`src/hdl/bmh_pkg.sv`:
```
// shared types and constants for the binary min-heap priority queue
// no dependencies; every other file of the block but bmh_ram uses this package

package bmh_pkg;

    localparam int DEFAULT_CAPACITY = 1024;
    localparam int KEY_W            = 32;
    localparam int COUNT_W          = 11;
    localparam int STATUS_W         = 2;

    localparam logic KIND_INSERT = 1'b0;
    localparam logic KIND_REMOVE = 1'b1;

    localparam logic [STATUS_W-1:0] STATUS_OK    = 2'd0;
    localparam logic [STATUS_W-1:0] STATUS_EMPTY = 2'd1;
    localparam logic [STATUS_W-1:0] STATUS_FULL  = 2'd2;

    typedef logic signed [KEY_W-1:0] key_t;

    typedef enum logic [2:0] {
        S_IDLE,
        S_REMOVE_LOAD,
        S_UP_STEP,
        S_UP_CMP,
        S_DN_STEP,
        S_DN_CMP,
        S_DONE
    } state_t;

    typedef enum logic [3:0] {
        OP_NOP,
        OP_INSERT,
        OP_REJECT_FULL,
        OP_REMOVE,
        OP_REJECT_EMPTY,
        OP_LOAD_LAST,
        OP_PLACE,
        OP_UP_READ,
        OP_UP_MOVE,
        OP_DN_READ,
        OP_DN_MOVE,
        OP_PUBLISH
    } op_t;

    typedef struct packed {
        logic full;
        logic empty;
        logic cnt_zero;
        logic at_root;
        logic parent_gt;
        logic no_child;
        logic down_swap;
        logic out_free;
    } dp_status_t;

endpackage

```
`src/hdl/bmh_ctrl.sv`:
```
// sequencer for insert (sift up) and remove (sift down) operations
// depends on bmh_pkg; drives datapath commands, reads datapath status

module bmh_ctrl (
    input  logic                clk,
    input  logic                rst_n,
    input  logic                in_valid,
    output logic                in_stall,
    input  logic                kind,
    input  bmh_pkg::dp_status_t st,
    output bmh_pkg::op_t        op
);

    import bmh_pkg::*;

    state_t state_reg;
    state_t state_next;

    always_ff @(posedge clk or negedge rst_n)
    begin
        if (!rst_n)
        begin
            state_reg <= S_IDLE;
        end
        else
        begin
            state_reg <= state_next;
        end
    end

    always_comb
    begin
        state_next = state_reg;
        case (state_reg)
            S_IDLE:
            begin
                if (in_valid)
                begin
                    if (kind == KIND_INSERT)
                    begin
                        state_next = st.full ? S_DONE : S_UP_STEP;
                    end
                    else
                    begin
                        state_next = st.empty ? S_DONE : S_REMOVE_LOAD;
                    end
                end
            end
            S_REMOVE_LOAD: state_next = st.cnt_zero ? S_DONE : S_DN_STEP;
            S_UP_STEP:     state_next = st.at_root ? S_DONE : S_UP_CMP;
            S_UP_CMP:      state_next = st.parent_gt ? S_UP_STEP : S_DONE;
            S_DN_STEP:     state_next = st.no_child ? S_DONE : S_DN_CMP;
            S_DN_CMP:      state_next = st.down_swap ? S_DN_STEP : S_DONE;
            S_DONE:        state_next = st.out_free ? S_IDLE : S_DONE;
            default:       state_next = S_IDLE;
        endcase
    end

    always_comb
    begin
        op       = OP_NOP;
        in_stall = 1'b1;
        case (state_reg)
            S_IDLE:
            begin
                in_stall = 1'b0;
                if (in_valid)
                begin
                    if (kind == KIND_INSERT)
                    begin
                        op = st.full ? OP_REJECT_FULL : OP_INSERT;
                    end
                    else
                    begin
                        op = st.empty ? OP_REJECT_EMPTY : OP_REMOVE;
                    end
                end
            end
            S_REMOVE_LOAD: op = OP_LOAD_LAST;
            S_UP_STEP:     op = st.at_root ? OP_PLACE : OP_UP_READ;
            S_UP_CMP:      op = st.parent_gt ? OP_UP_MOVE : OP_PLACE;
            S_DN_STEP:     op = st.no_child ? OP_PLACE : OP_DN_READ;
            S_DN_CMP:      op = st.down_swap ? OP_DN_MOVE : OP_PLACE;
            S_DONE:        op = st.out_free ? OP_PUBLISH : OP_NOP;
            default:       op = OP_NOP;
        endcase
    end

endmodule

```
`config.mk`:
```
export PLATFORM = sky130hd
export DESIGN_NAME = bmh_ctrl
export DESIGN_NICKNAME = d
export VERILOG_FILES = /design/src/hdl/bmh_pkg.sv /design/src/hdl/bmh_ctrl.sv
export SDC_FILE = /design/constraint.sdc
export NUM_CORES = 1
export LEC_CHECK = 0
export ABC_CLOCK_PERIOD_IN_PS = 1500
export BUFFER_PORTS_ARGS = -buffer_cell sky130_fd_sc_hd__buf_2
export CAP_MARGIN = 20
export CORE_AREA = 3 3 40 42
export DETAILED_ROUTE_END_ITERATION = 7
export DIE_AREA = 0 0 43 45
export GPL_TIMING_DRIVEN = 0
export HOLD_SLACK_MARGIN = 0.03
export PLACE_DENSITY = 0.56
export SYNTH_ARGS = -nofsm -noshare
export SYNTH_HDL_FRONTEND = slang
export SYNTH_SLANG_ARGS = --single-unit
```
`constraint.sdc`:
```
create_clock -name clk -period 1.5 [get_ports clk]
set_input_delay 0.3 -clock clk [delete_from_list [all_inputs] [get_ports clk]]
set_output_delay 0.3 -clock clk [all_outputs]
set_load 0.05 [all_outputs]
```
==> flow_metrics.py <==
metrics = {
    "timing": {
        "period_needed_ps": 1740,
        "tightest_slew_ps": 227,
        "setup_ws_ps": -239,
        "finClkSkew_ps": 2.83,
        "slew_headroom": 0.848,
        "slew_viol_final": 0,
        "clock.fmax_mhz": 575,
        "rsz0062_at_grt": "yes",
        "finalSetupViolCount": 5,
        "timing.final.crit_share": 1.16,
        "hold_violations": 0,
    },
    "detailed_routing": {
        "drt_iter0_drc": 5,
        "routed_wl_um": 1230,
        "wl_met3_um": 84,
        "wl_met2_um": 592,
        "met1Wirelength_um": 547,
        "viasPerCell": 5.26,
        "via_count": 526,
        "dr.pass1.iters": 4,
        "route.antenna.remaining_nets": 0,
        "topRoutingLayerUsed": "met3",
        "post-route-drc-count": 0,
        "wl_per_cell_um": 12.3,
    },
    "die": {
        "floorplan.die.height_um": 45,
        "dieArea_mm2": 0.00194,
        "fp-row-count": 13,
        "start_util": 0.334,
        "core_mm2": 0.00128,
        "fp.dieW_um": 43,
        "ioPinCount": 17,
    },
    "setup_path": {
        "crit_fanout": 5,
        "cp-start-kind": "flip-flop",
        "worstPathRequired_ps": 1200,
        "cp-end-kind": "output port",
        "crit_arrival_ps": 1440,
        "crit_top_cell": "o211ai_1",
        "reg2reg_slack_ps": 290,
        "path_cells": "buf_6, nor3_4, o211ai_1, o211ai_1, buf_4",
        "critical_path.slowest_cell": "dfrtp_1",
        "critPathMaxStageDelay_ps": 370,
        "setup.worst_path.class": "reg -> out",
    },
    "synthesis": {
        "yosys.area_share.simple": 0.271,
        "synth-xor-area-share": 0,
        "synthMuxAreaShare": 0,
        "synth_top_area_cell": "dfrtp_1",
        "synth_compound_area_frac": 0.405,
        "ys_ff_latch": 3,
        "syn_nets": 69,
        "syn_area_per_cell_um2": 7.53,
        "synth-seq-area-share": 0.175,
        "yosys.area.top_type_share": 0.175,
        "syn_area_um2": 429,
        "ys_types": 29,
        "synthCells": 57,
        "yosys_warnings": 0,
        "synthTopCellsByArea": "dfrtp_1 (17%), buf_6 (7.9%), o21ai_0 (5.8%), a21oi_1 (4.7%), o21ai_1 (4.7%)",
        "synth_top_family_by_area": "compound AO/OA/AOI/OAI gates",
        "synth_adder_area_share": 0,
    },
    "power": {
        "power_leakage_nw": 0.292,
        "finalPower_mw": 1.66,
        "p_per_area_mw_per_mm2": 2490,
        "ir_drop_v": 0.000957,
    },
    "cts": {
        "cts_made_buffers": 3,
        "clk_latency_ps": 230,
        "cts_tree": "built",
        "clock-root-buffer": "clkbuf_4",
        "clkTransAtPathRegs_ps": 40,
        "cts.path.max_buffers": 2,
        "cts.sinks": 3,
        "htree_levels": 1,
    },
    "cells_and_area": {
        "drive_above_1_share": 0.494,
        "largest_reg_flops": 3,
        "final_nets": 98,
        "design_area_um2": 668,
        "diodes": 0,
        "synthToLayoutAreaGrowth_pct": 55.7,
    },
    "global_routing": {
        "overflow": 0,
        "grt_usage": 0.143,
        "grt_pass1_vias": 491,
        "grt_first_pass_wirelength_um": 2070,
        "antenna_found_initial": 0,
        "grt_max_degree": 11,
    },
    "run_status": {
        "status": "finished, violations left",
        "violations": "negative setup slack",
    },
    "placement": {
        "dp_hpwl_um": 853,
        "io_buffer_count": 16,
        "place_congestion": 0.790,
        "placed_area_um2": 534,
    },
    "job": {
        "max_cap_viol_count": 0,
    },
    "hold_path": {
        "min_path_type": "in -> reg",
    },
}
cell usage in the layout (no fill, tap or decap), types with 2 or more instances in the layout:
| cell | count |
|---|---|
| buf_4 | 7 |
| nand2_1 | 2 |
| inv_2 | 2 |
| a21oi_2 | 2 |
| buf_6 | 7 |
| inv_1 | 2 |
| nand2b_1 | 2 |
| nand3_1 | 2 |
| nor2_1 | 3 |
| o21ai_1 | 6 |
| buf_2 | 11 |
| clkbuf_4 | 3 |
| o21ai_2 | 2 |
| nor2b_2 | 2 |
| o21ai_0 | 2 |
| dfrtp_1 | 2 |
| a21oi_1 | 3 |
| o21a_1 | 2 |
| o211ai_1 | 2 |
| buf_8 | 2 |
| a31oi_1 | 3 |
synth_stat cells, drive strengths merged:
master / number
o21ai: 10
o21a: 2
a211o: 1
nor3: 2
o211ai: 2
nand2b: 2
nor2b: 3
nand4: 1
nor2: 3
nand2: 3
a31o: 1
nand3: 3
a21boi: 1
buf: 4
o311a: 1
nor3b: 1
a31oi: 3
a211oi: 1
dfrtp: 3
inv: 4
nand3b: 1
a21oi: 5
metal layers:
metal  global-route usage  vias up
li1                     -      269
met3               0.0359        0
met2                0.219       16
met1                0.179      241
met5                    0        -
met4               0.0904        0
path summary, 6_finish.rpt:
kind | startpoint | to | cells past startpoint
worst max-delay path | state_reg[2]$_DFFE_PN0P_ | op[1] | 5
worst min-delay path | st[4] | state_reg[0]$_DFFE_PN0P_ | 3
worst max register to register | state_reg[0]$_DFFE_PN0P_ | state_reg[1]$_DFFE_PN0P_ | 6
worst min register to register | state_reg[0]$_DFFE_PN0P_ | state_reg[0]$_DFFE_PN0P_ | 2
max in group asynchronous | rst_n | state_reg[1]$_DFFE_PN0P_ | 2
min in group asynchronous | rst_n | state_reg[0]$_DFFE_PN0P_ | 2
cell type report:
cell class              instances  area, µm²
well taps                      15       18.8
fillers                       130        617
plain buffers                   4       48.8
clock buffers                   4       26.3
inverters                       4       15.0
repair buffers                 24        178
flip-flops and latches          3       76.3
multi-input cells              46        305
critical path: cells and delay by family, from the launching register on:
family                 cells  cell delay (ps)
AND/OR/NAND/NOR            1              230
AO/OA/AOI/OAI              2              240
buffers and inverters      2              360
flip-flops                 1              370
metrics by stage:
step / setup slack [ps] / setup TNS (ps) / hold slack (ps) / cells / utilization
3_3_place_gp: -128 / -297 / 96.8 / 88 / 0.416
2_1_floorplan: -239 / -297 / 4.41 / 57 / -
6_report: -239 / -920 / 373 / 100 / 0.520
4_1_cts: -253 / -1000 / 366 / 98 / 0.508
3_5_place_dp: -111 / -246 / 97.9 / 88 / 0.416
5_1_grt: -324 / -1340 / 381 / 100 / 0.520
report_power, final:
group	switching [mW]	internal, mW	total, mW	leakage, nW
clock network	0.0422	0.0997	0.142	0.0150
logic	0.764	0.589	1.35	0.243
registers	0.0453	0.123	0.168	0.0341
kinds of logic (layout without fill, tap and decap cells):
| logic type | after synthesis | count (layout) |
|---|---|---|
| flip-flops | 3 | 3 |
| buffers and inverters | 8 | 36 |
| AO/OA/AOI/OAI | 27 | 27 |
| AND/OR/NAND/NOR | 19 | 19 |
repair_timing:
item,4_1_cts,5_1_grt
buffers inserted,4,2
pin swaps,2,2
hold buffers,1,0
endpoints found under the hold margin,3,0
endpoints found under the setup margin,5,5
resized for setup,16,0
cloned,1,0
No activity file was read; power rests on OpenSTA's default activity.
